===== config.mk =====
export PLATFORM = sky130hd
export DESIGN_NAME = ntc_div_pipe
export DESIGN_NICKNAME = d
export VERILOG_FILES = /design/src/rtl/ntc_div_pipe.sv
export SDC_FILE = /design/constraint.sdc
export NUM_CORES = 2
export LEC_CHECK = 0
export BUFFER_PORTS_ARGS = -buffer_cell sky130_fd_sc_hd__buf_4
export CORE_MARGIN = 2
export CORE_UTILIZATION = 35
export CTS_CLUSTER_DIAMETER = 120
export DETAILED_ROUTE_END_ITERATION = 16
export PLACE_DENSITY_LB_ADDON = 0.12
export SLEW_MARGIN = 20
export SYNTH_ARGS = -nofsm -noshare
export SYNTH_HDL_FRONTEND = slang
export SYNTH_SLANG_ARGS = --single-unit

===== constraint.sdc =====
create_clock -name clk_i -period 4.5 [get_ports clk_i]
set_input_delay 0.45 -clock clk_i [delete_from_list [all_inputs] [get_ports clk_i]]
set_output_delay 0.45 -clock clk_i [all_outputs]
set_load 0.02 [all_outputs]

===== src/rtl/ntc_div_pipe.sv =====
// ----------------------------------------------------------------------------
// ntc_div_pipe
// Restoring divider, one quotient bit per register stage, with side tag.
// ----------------------------------------------------------------------------
module ntc_div_pipe #(
  parameter int unsigned NumW = 36,
  parameter int unsigned DenW = 12,
  parameter int unsigned TagW = 1
) (
  input  logic            clk_i,
  input  logic            rst_ni,
  input  logic            en_i,
  input  logic            valid_i,
  input  logic [NumW-1:0] num_i,
  input  logic [DenW-1:0] den_i,
  input  logic [TagW-1:0] tag_i,
  output logic            valid_o,
  output logic [NumW-1:0] quo_o,
  output logic [TagW-1:0] tag_o
);

  logic [NumW-1:0] acc_q [NumW];
  logic [DenW-1:0] rem_q [NumW];
  logic [DenW-1:0] den_q [NumW];
  logic [TagW-1:0] tag_q [NumW];
  logic [NumW-1:0] vld_q;

  for (genvar k = 0; k < NumW; k++) begin : g_stage
    logic            vld_in;
    logic [NumW-1:0] acc_in;
    logic [DenW-1:0] rem_in;
    logic [DenW-1:0] den_in;
    logic [TagW-1:0] tag_in;
    logic [DenW:0]   trial;
    logic [DenW:0]   diff;
    logic            take;

    if (k == 0) begin : g_head
      assign vld_in = valid_i;
      assign acc_in = num_i;
      assign rem_in = '0;
      assign den_in = den_i;
      assign tag_in = tag_i;
    end else begin : g_body
      assign vld_in = vld_q[k-1];
      assign acc_in = acc_q[k-1];
      assign rem_in = rem_q[k-1];
      assign den_in = den_q[k-1];
      assign tag_in = tag_q[k-1];
    end

    assign trial = {rem_in, acc_in[NumW-1]};
    assign take  = trial >= {1'b0, den_in};
    assign diff  = trial - {1'b0, den_in};

    always_ff @(posedge clk_i or negedge rst_ni) begin
      if (!rst_ni) begin
        vld_q[k] <= 1'b0;
      end else if (en_i) begin
        vld_q[k] <= vld_in;
      end
    end

    always_ff @(posedge clk_i) begin
      if (en_i) begin
        rem_q[k] <= take ? diff[DenW-1:0] : trial[DenW-1:0];
        acc_q[k] <= {acc_in[NumW-2:0], take};
        den_q[k] <= den_in;
        tag_q[k] <= tag_in;
      end
    end
  end

  assign valid_o = vld_q[NumW-1];
  assign quo_o   = acc_q[NumW-1];
  assign tag_o   = tag_q[NumW-1];

endmodule


==> flow_summary.ini <==
[drt]
routedLengthMet1_um = 70840
vias = 45555
topRoutingLayerUsed = met4
antenna_left = 0
routed_via_density = 4.673
wl_um = 154400
wl_per_cell_um = 15.84
drt_iter0_drc = 3150
firstDrtPassIters = 5
met3RoutedLength_um = 5328
drcViolationCount = 0
dr_wl_met2_um = 73550

[synth]
synth_most_common_cell = edfxtp_1
synth_top_area_share = 0.7156
synthTopCellsByCount = edfxtp_1, inv_1, ha_1, a21oi_1, nor2_1
postSynthCellCount = 5804
synth.area.top_cells = edfxtp_1, ha_1, mux2_2
synth_warnings = 0
ys_ff_latch = 2208
synth_area_leader_cell = edfxtp_1
synth-main-ff-cell = edfxtp_1
syn-cell-area_mm2 = 0.09114
yosys.cell_types.count = 57
async_flop_share = 0.01630
seq_area_frac_synth = 0.7255
synth_fp_nets = 6313
avgSynthCellArea_um2 = 15.70
synth_edf_count = 2172

[power]
leakage_nw = 39.68
pwr-share-clk = 0.291
p_int_w = 0.04662
powerDensity_mw_per_mm2 = 631.2
ir_drop_mv = 0.4128
p_sw_frac = 0.2940
p_seq_frac = 0.435
power.switching_w = 0.01941
combPwrFrac = 0.274

[grt]
track_usage = 0.1160
grt_pass1_vias = 46603
antenna_found_initial = 2
grt_pass1_wl_um = 250800
grt_max_degree = 190
overflow = 0

[clock_network]
htree_levels = 4
cts_buffer_depth = 3
root_buffer = clkbuf_16
cts_buffers = 239
path_clk_slew_ns = 0.06
cts_setup_buffers = 0
cts_tree = built
cts.sinks = 2208
insertion_delay_ns = 0.87

[final_layout]
final_cells = 9748
drive_above_1_share = 0.1209
nets = 6656
areaGrowthSynthToFinish_pct = 14.79

[sta]
min_period_ns = 3.243
hold_viol = 0
max_slew_margin = 0.2969
worst_slew_pin_slew_ns = 1.055
layout_setup_ws_ns = 1.257
setup_violations = 0
fmax_mhz = 308.4
rsz0062_at_grt = no
slew_viol_final = 0
skew_ns = 0.08649
setup_tns_ns = 0
period_share = 0.7207

[placement]
dp_cells = 9256
hpwl_um = 100400
gp_congestion = 0.8030
dpl_worst_slack_ns = 1.235
portBuffers = 90

[run_status]
outcome = finished clean

[floorplan]
rows = 187
io_pins = 91
initial_core_util = 0.3516
dieArea_mm2 = 0.2645
die_h_um = 514.3
die_w_um = 514.3
core_mm2 = 0.2592

[worst_setup_path]
critPathCapture = rem_q[9][4]$_DFFE_PP_
crit-reg2reg-launch = den_q[8][1]$_DFFE_PP_
crit_fanout = 11
critPathRequiredTime_ns = 5.10
rrSetupSlack_ns = 1.26
endpoint_kind = flop
r2r-end = rem_q[9][4]$_DFFE_PP_
path_class = reg -> reg
start_kind = flop
ff2ff_path_depth = 10
worst_ep_arrival_time_ns = 3.84
cp-startpoint = den_q[8][1]$_DFFE_PP_

[min_path]
min_path_type = in -> async

[run]
drv_cap = 0
## registers in the layout, summed over array words and instances, names as in the netlist
name / count
acc_q: 1296
den_q: 420
g_stage.vld_in: 35
rem_q: 420
tag_q: 36
valid_o: 1
## cell type report
type                    instances  area [um^2]
fillers                     23585       154600
flip-flops and latches       2208        66120
multi-input cells            2967        22550
clock buffers                 288         6185
well taps                    3402         4257
inverters                     527         1978
repair buffers                204         1907
clock inverters               151         1620
diodes                          1        2.502
## worst max-delay path, cell delays in order (launching register included)
cell and delay (ns):
edfxtp_1 0.44, inv_1 0.10, ha_1 0.24, nor2b_4 0.13, o31a_1 0.27, or4_4 0.44
a22oi_2 0.23, a21oi_2 0.10, a2111oi_4 0.38, buf_4 0.28, mux2_2 0.36
## worst min path at each step
stage                                  startpoint                        endpoint  slack [ns]  depth (start not counted)
after floorplan                            rst_ni  g_stage[10].vld_in$_DFFE_PN0P_        0.15                          0
after global routing                       rst_ni             valid_o$_DFFE_PN0P_        0.05                          2
final                                      rst_ni             valid_o$_DFFE_PN0P_        0.08                          2
after global placement    acc_q[5][109]$_DFFE_PP_           acc_q[6][2]$_DFFE_PP_        0.40                          0
after CTS                                  rst_ni   g_stage[5].vld_in$_DFFE_PN0P_       0.008                          2
after detailed placement   acc_q[0][80]$_DFFE_PP_         acc_q[0][117]$_DFFE_PP_        0.40                          0
## per-layer routing
| metal | GRT usage | vias up |
|---|---|---|
| li1 | - | 22413 |
| met1 | 0.1535 | 22211 |
| met2 | 0.1909 | 608 |
| met3 | 0.02174 | 323 |
| met4 | 0.03996 | 0 |
| met5 | 0 | - |
## power groups by stage
stage          registers (W)  logic (W)  clock network [W]
5_1_grt               0.0291     0.0204             0.0208
3_3_place_gp          0.0292     0.0178                  0
3_5_place_dp          0.0292     0.0180                  0
4_1_cts               0.0288     0.0182             0.0201
6_report              0.0287     0.0181             0.0192
2_1_floorplan         0.0284     0.0142                  0
## timing repair
action,in CTS,in global routing
resized for setup,0,0
hold endpoints to repair,106,0
setup endpoints to repair,0,0
hold buffers,52,0
## kinds of logic (layout without fill, tap and decap cells)
kind of cell | Yosys count | in the layout | synth area share
flops | 2208 | 2208 | 0.7255
buf+inv | 629 | 1170 | 0.02751
compound gates | 958 | 958 | 0.06555
xor+xnor | 272 | 272 | 0.02614
fa+ha+maj | 456 | 456 | 0.06540
mux | 309 | 309 | 0.03738
simple gates | 972 | 972 | 0.05254
other cells | 0 | 1 | 0
## placed cells by master (no fill, tap or decap), types with 137 or more instances in the layout
cell type     n
clkbuf_16   239
nand2_1     184
o21ai_0     182
nor2_1      292
mux2_2      251
a21o_1      164
a21oi_1     345
ha_1        422
edfxtp_1   2172
inv_1       527
xnor2_1     137
## metrics by stage
stage / hold slack [ns] / total power (W) / area, um^2 / utilization
global route: 0.04924 / 0.07033 / 104600 / 0.4036
finish: 0.07820 / 0.06603 / 104600 / 0.4036
global placement: 0.4000 / 0.04701 / 96270 / 0.3714
floorplan: 0.1544 / 0.04254 / 91140 / -
CTS: 0.007788 / 0.06710 / 104600 / 0.4035
detailed placement: 0.4045 / 0.04719 / 96280 / 0.3714
(Power assumes the default switching activity.)
