==> src/rtl/ntc_pkg.sv <==
// ----------------------------------------------------------------------------
// ntc_pkg
// Types, register codes and constants shared by the thermistor converter.
// ----------------------------------------------------------------------------
package ntc_pkg;

  localparam int unsigned FullScaleDefault = 4095;
  localparam int unsigned NumChannels      = 4;

  localparam int unsigned FracW    = 24;
  localparam int unsigned RatioW   = 31;
  localparam int unsigned LnMagW   = 29;
  localparam int unsigned TermW    = 35;
  localparam int unsigned SumW     = 36;
  localparam int unsigned CfgIdxW  = 3;
  localparam int unsigned CfgDataW = 16;

  localparam logic [31:0] Ln2Q32     = 32'd2977044472;
  localparam logic [34:0] Hundred28  = 35'd26843545600;
  localparam logic [17:0] Recip100   = 18'd167773;
  localparam int          TempHiCenti = 102400;
  localparam int          TempLoCenti = -12900;
  localparam logic signed [10:0] TempMax = 11'sd1023;
  localparam logic signed [10:0] TempMin = -11'sd128;

  localparam logic [13:0] BetaFirstRst  = 14'd3435;
  localparam logic [13:0] BetaOthersRst = 14'd3590;
  localparam logic [15:0] RefTempRst    = 16'd29815;
  localparam logic [14:0] OffFirstRst   = 15'd27315;
  localparam logic [14:0] OffOthersRst  = 15'd27515;

  localparam logic [1:0] StatusOk    = 2'd0;
  localparam logic [1:0] StatusRail  = 2'd1;
  localparam logic [1:0] StatusClamp = 2'd2;

  typedef enum logic [CfgIdxW-1:0] {
    CfgBetaFirst  = 3'd0,
    CfgBetaOthers = 3'd1,
    CfgRefTemp    = 3'd2,
    CfgOffFirst   = 3'd3,
    CfgOffOthers  = 3'd4
  } cfg_idx_e;

  typedef struct packed {
    logic [1:0]  channel;
    logic [11:0] adc_code;
  } in_t;

  typedef struct packed {
    logic signed [10:0] temperature_c;
    logic [1:0]         echo_channel;
    logic [1:0]         status;
  } out_t;

  typedef struct packed {
    logic [1:0] ch;
    logic       first;
    logic       err;
    logic       clamp;
  } flags_t;

endpackage

==> src/rtl/ntc_finish.sv <==
// ----------------------------------------------------------------------------
// ntc_finish
// Kelvin to Celsius, divide by one hundred, clamp and form the result.
// ----------------------------------------------------------------------------
module ntc_finish (
  input  logic                      clk_i,
  input  logic                      rst_ni,
  input  logic                      en_i,
  input  logic                      valid_i,
  input  logic [ntc_pkg::SumW-1:0]  tcenti_i,
  input  ntc_pkg::flags_t           flags_i,
  input  logic                      nonpos_i,
  input  logic [14:0]               off_first_i,
  input  logic [14:0]               off_others_i,
  output logic                      valid_o,
  output ntc_pkg::out_t             data_o
);

  logic signed [37:0] d;
  logic [14:0]        off;
  logic               hi, lo;
  logic [16:0]        absd;

  assign off  = flags_i.first ? off_first_i : off_others_i;
  assign d    = $signed({2'b00, tcenti_i}) - $signed({23'd0, off});
  assign hi   = d >= 38'(ntc_pkg::TempHiCenti);
  assign lo   = d <= 38'(ntc_pkg::TempLoCenti);
  assign absd = d[37] ? 17'(-d) : 17'(d);

  logic            f0_vld_q, f1_vld_q, f2_vld_q;
  ntc_pkg::flags_t f0_flags_q, f1_flags_q;
  logic            f0_nonpos_q, f1_nonpos_q;
  logic            f0_hi_q, f1_hi_q, f0_lo_q, f1_lo_q, f0_neg_q, f1_neg_q;
  logic [16:0]     f0_abs_q;
  logic [34:0]     f1_prod_q;
  ntc_pkg::out_t   f2_data_q;
  ntc_pkg::out_t   res;
  logic [10:0]     quo;

  assign quo = f1_prod_q[34:24];

  always_comb begin
    res.echo_channel = f1_flags_q.ch;
    res.status       = f1_flags_q.clamp ? ntc_pkg::StatusClamp : ntc_pkg::StatusOk;
    res.temperature_c = f1_neg_q ? -$signed(quo) : $signed(quo);
    if (f1_flags_q.err) begin
      res.temperature_c = '0;
      res.status        = ntc_pkg::StatusRail;
    end else if (f1_nonpos_q || f1_hi_q) begin
      res.temperature_c = ntc_pkg::TempMax;
      res.status        = ntc_pkg::StatusClamp;
    end else if (f1_lo_q) begin
      res.temperature_c = ntc_pkg::TempMin;
      res.status        = ntc_pkg::StatusClamp;
    end
  end

  always_ff @(posedge clk_i or negedge rst_ni) begin
    if (!rst_ni) begin
      f0_vld_q <= 1'b0;
      f1_vld_q <= 1'b0;
      f2_vld_q <= 1'b0;
    end else if (en_i) begin
      f0_vld_q <= valid_i;
      f1_vld_q <= f0_vld_q;
      f2_vld_q <= f1_vld_q;
    end
  end

  always_ff @(posedge clk_i) begin
    if (en_i) begin
      f0_flags_q  <= flags_i;
      f0_nonpos_q <= nonpos_i;
      f0_hi_q     <= hi;
      f0_lo_q     <= lo;
      f0_neg_q    <= d[37];
      f0_abs_q    <= absd;
      f1_flags_q  <= f0_flags_q;
      f1_nonpos_q <= f0_nonpos_q;
      f1_hi_q     <= f0_hi_q;
      f1_lo_q     <= f0_lo_q;
      f1_neg_q    <= f0_neg_q;
      f1_prod_q   <= 35'(f0_abs_q) * 35'(ntc_pkg::Recip100);
      f2_data_q   <= res;
    end
  end

  assign valid_o = f2_vld_q;
  assign data_o  = f2_data_q;

endmodule

==> config.mk <==
export PLATFORM = sky130hd
export DESIGN_NAME = ntc_finish
export DESIGN_NICKNAME = d
export VERILOG_FILES = /design/src/rtl/ntc_pkg.sv /design/src/rtl/ntc_finish.sv
export SDC_FILE = /design/constraint.sdc
export NUM_CORES = 1
export LEC_CHECK = 0
export BUFFER_PORTS_ARGS = -buffer_cell sky130_fd_sc_hd__buf_2
export CORE_ASPECT_RATIO = 0.75
export CORE_MARGIN = 3
export CORE_UTILIZATION = 47
export DETAILED_ROUTE_END_ITERATION = 10
export PLACE_DENSITY = 0.73
export RECOVER_POWER = 25
export SYNTH_ARGS = -nofsm -noshare
export SYNTH_HDL_FRONTEND = slang
export SYNTH_SLANG_ARGS = --single-unit
==> constraint.sdc <==
create_clock -name clk_i -period 8.2 [get_ports clk_i]
set_clock_uncertainty 0.05 [all_clocks]
set_input_delay 1.64 -clock clk_i [delete_from_list [all_inputs] [get_ports clk_i]]
set_output_delay 1.64 -clock clk_i [all_outputs]
set_load 0.01 [all_outputs]
==> results by group <==
Run status
  – Status: finished, violations left
  – Failing checks: max-capacitance violations, max-slew violations

Yosys
  – YS warnings: 0
  – Gate Count Post-Synth: 1005
  – Mean post-synth cell area: 9.715 sq um
  – Synthesis-stage register bit count: 62
  – Register area share after synthesis: 18.92%
  – Synth cell types: 75
  – Post-synth top area share: 22.76%
  – Top FF cell, synth: edfxtp_1
  – Syn_nets: 1349
  – Ranking of synthesized cells by area: fa_1 (23%), ha_1 (20%), edfxtp_1 (18%)
  – Synth cell count leaders: inv_1 (218), ha_1 (157), fa_1 (111)
  – Most common cell in the netlist: inv_1
  – Cell taking the most area after synthesis: fa_1
  – Async SR Flop Fraction: 4.839%
  – Number of flops mapped to enable cells by yosys: 59
  – Post-Syn Area: 9763 sq um

Clocking
  – CTS Buffer Depth: 2
  – Resize count post-CTS: 0
  – Hold Buf Count CTS: 0
  – Post-CTS Setup Bufs: 0
  – Clk root buf: clkbuf_16
  – TritonCTS Buffers: 9
  – TritonCTS clock tree: built
  – H-Tree Depth: 3
  – Worst skew pair latency: 0.32 ns
  – Clk sinks: 62
  – Worst-path clk slew: 0.05 ns

Timing
  – Fmax: 156.5 MHz
  – Final Hold Viols: 0
  – Fraction of the cycle the final worst path needs: 77.95%
  – Worst slew pin tran: 3.152 ns
  – Worst setup margin: 1.809 ns
  – RSZ-0062 raised after global routing: no
  – Final setup vio count: 0
  – Sum of negative setup slack: 0 ns
  – Min cycle time layout: 6.391 ns
  – Relative slew slack: -110.1%
  – Final Max Slew Viols: 63

Critical path
  – Critical path arrival: 6.41 ns
  – CP Launch Type: flop
  – FF-to-FF setup slack: 1.81 ns
  – Worst path max stage delay: 0.66 ns
  – CP max stage cell: fa_1
  – Crit path kind: reg -> reg
  – R2R Path End: f1_prod_q[28]
  – Worst Path Max Fanout: 7
  – Worst Setup End Kind: flop
  – Worst Path Required: 8.22 ns
  – CP Cell Sequence: fa_1, inv_1, fa_1, inv_1, fa_1, inv_1, fa_1, inv_1, fa_1, inv_1, fa_1, inv_1, ha_1, a21o_1, a221oi_1, o21bai_1, a221o_1, a21o_1, a21oi_1, xnor2_1
  – Reg2Reg Depth: 20
  – R2R Path Start: f0_abs_q[3]

Floorplanning
  – Die area: 22560 sq um
  – Rows: 44
  – Die Wd: 172.4 microns
  – Initial Util: 49.12%
  – Io pins: 92
  – Die span in y: 130.8 microns
  – Core area: 19870 sq um

Global route
  – Vias in the first global route: 7211
  – Total grt overflow: 0
  – Largest net degree at the start of global routing: 63
  – GR Util All Layers: 19.77%
  – Initial antenna violation count: 0
  – First-pass GRT wire length: 35.66 mm

Drt
  – Final wirelength: 21.14 mm
  – Via density: 5.269
  – Routed wl met3: 1.743 mm
  – First-pass DRT Iterations: 5
  – Starting DRT DRC Count: 512
  – Top Metal Used: met4
  – DRC: 0
  – Wl on met1: 10.61 mm
  – Post-DR wirelength/cell: 15.39 microns
  – Detail Route Antenna Nets: 0
  – Via count: 7239
  – WL met2: 8.669 mm

Layout
  – # diodes: 0
  – Area occupied by multi-input gates: 7028 sq um
  – Layout area overhead: 10.41%
  – Final net count: 1437
  – Final core occ: 54.24%
  – Share of post-route cells with drive strength above 1: 11.02%
  – Register Area: 1847 sq um
  – Fillers: 1764

Run
  – Max-Cap Viols: 1

Worst hold path
  – Hold depth: 0
  – Critical hold path startpoint: f0_flags_q[1]
  – Hold Path Sink: f1_flags_q[1]
  – Hold/Removal Path Class: reg -> reg

Place
  – Final HPWL DP: 18.40 mm
  – Port Buf Inserts: 91
  – RePlAce Congestion: 0.9228
  – DP Worst Slack: 1.781 ns
[cell usage in the layout (no fill, tap or decap), types with 3 or more instances in the layout]
cell	instances
inv_1	218
ha_1	157
fa_1	111
buf_2	90
edfxtp_1	59
nor2_1	48
nand2_1	44
a21oi_1	40
xor2_1	27
o21ai_0	24
nor3_1	24
xnor2_1	24
a21o_1	18
mux2i_1	17
nor4_1	14
o21a_1	13
or3_1	12
nand3_1	11
nand4_1	10
and3_1	10
clkbuf_16	9
or2_2	7
nand2b_1	7
clkbuf_1	7
a31oi_1	6
mux2_2	6
a211oi_1	6
nand3b_1	5
and2_1	4
nor2b_1	4
or4_1	4
a2111oi_0	3
o2111ai_1	3
o41ai_1	3
o31ai_1	3
nand4b_1	3
dfrtp_1	3
[logic make-up (layout without fill, tap and decap cells)]
| logic type | Yosys count | count (layout) | synth area share, % |
|---|---|---|---|
| muxes | 23 | 23 | 2.435 |
| AOI/OAI and AO/OA | 147 | 147 | 10.20 |
| adders and majority gates | 268 | 268 | 42.88 |
| xor gates and xnor gates | 51 | 51 | 4.575 |
| buffers and inverters | 234 | 327 | 9.099 |
| and+or+nand+nor | 220 | 220 | 11.89 |
| DFF | 62 | 62 | 18.92 |
[layer usage]
metal,vias up,GRT usage (%)
met5,-,0
met4,0,2.816
met3,11,4.120
met2,239,28.90
met1,3418,30.84
li1,3571,-
[worst max-delay path by stage]
stage                       from       endpoint  slack, ns
floorplan           f0_abs_q[15]  f1_prod_q[28]       2.41
global placement     f0_abs_q[3]  f1_prod_q[28]       1.94
detailed placement   f0_abs_q[3]  f1_prod_q[28]       1.78
CTS                  f0_abs_q[3]  f1_prod_q[28]       1.75
global route         f0_abs_q[3]  f1_prod_q[28]       1.56
finish               f0_abs_q[3]  f1_prod_q[28]       1.81
[cell type report]
type                       count  share of cell area [%]
timing repair buffer          92                   4.248
inverter                     219                   7.626
tap                          276                   3.204
multi-input combinational    709                   65.20
sequential                    62                   17.13
clock inverter                 2                  0.3250
clock buffer                  14                   2.263
[per-stage QoR]
stage / hold WS, ns / cells / instance area [sq um]
after floorplan: 0.3503 / 1005 / 9763
after global placement: 0.3506 / 1358 / 10510
after detailed placement: 0.3545 / 1358 / 10510
after CTS: 0.3689 / 1374 / 10780
after global routing: 0.3729 / 1374 / 10780
final: 0.3692 / 1374 / 10780
[sequential cells by signal, summed over array words and instances, names as in the netlist]
signal and flops:
f0_neg_q 1, f0_nonpos_q 1, data_o 15, f0_hi_q 1
f0_abs_q 17, f1_nonpos_q 1, f1_hi_q 1, f1_neg_q 1
f1_lo_q 1, f1_flags_q 4, valid_o 1, f0_vld_q 1
f1_prod_q 11, f0_lo_q 1, f0_flags_q 4, f1_vld_q 1
[critical path, delay by kind of cell (launching register included)]
kind                       cells  cell delay, ns
AOI/OAI and AO/OA              6            1.67
adders and majority gates      7            3.48
xor gates and xnor gates       1            0.07
buffers and inverters          6            0.32
DFF                            1            0.54
Power is not shown: default switching activity piles up to over one toggle a cycle in this logic, so the estimate is an artifact.
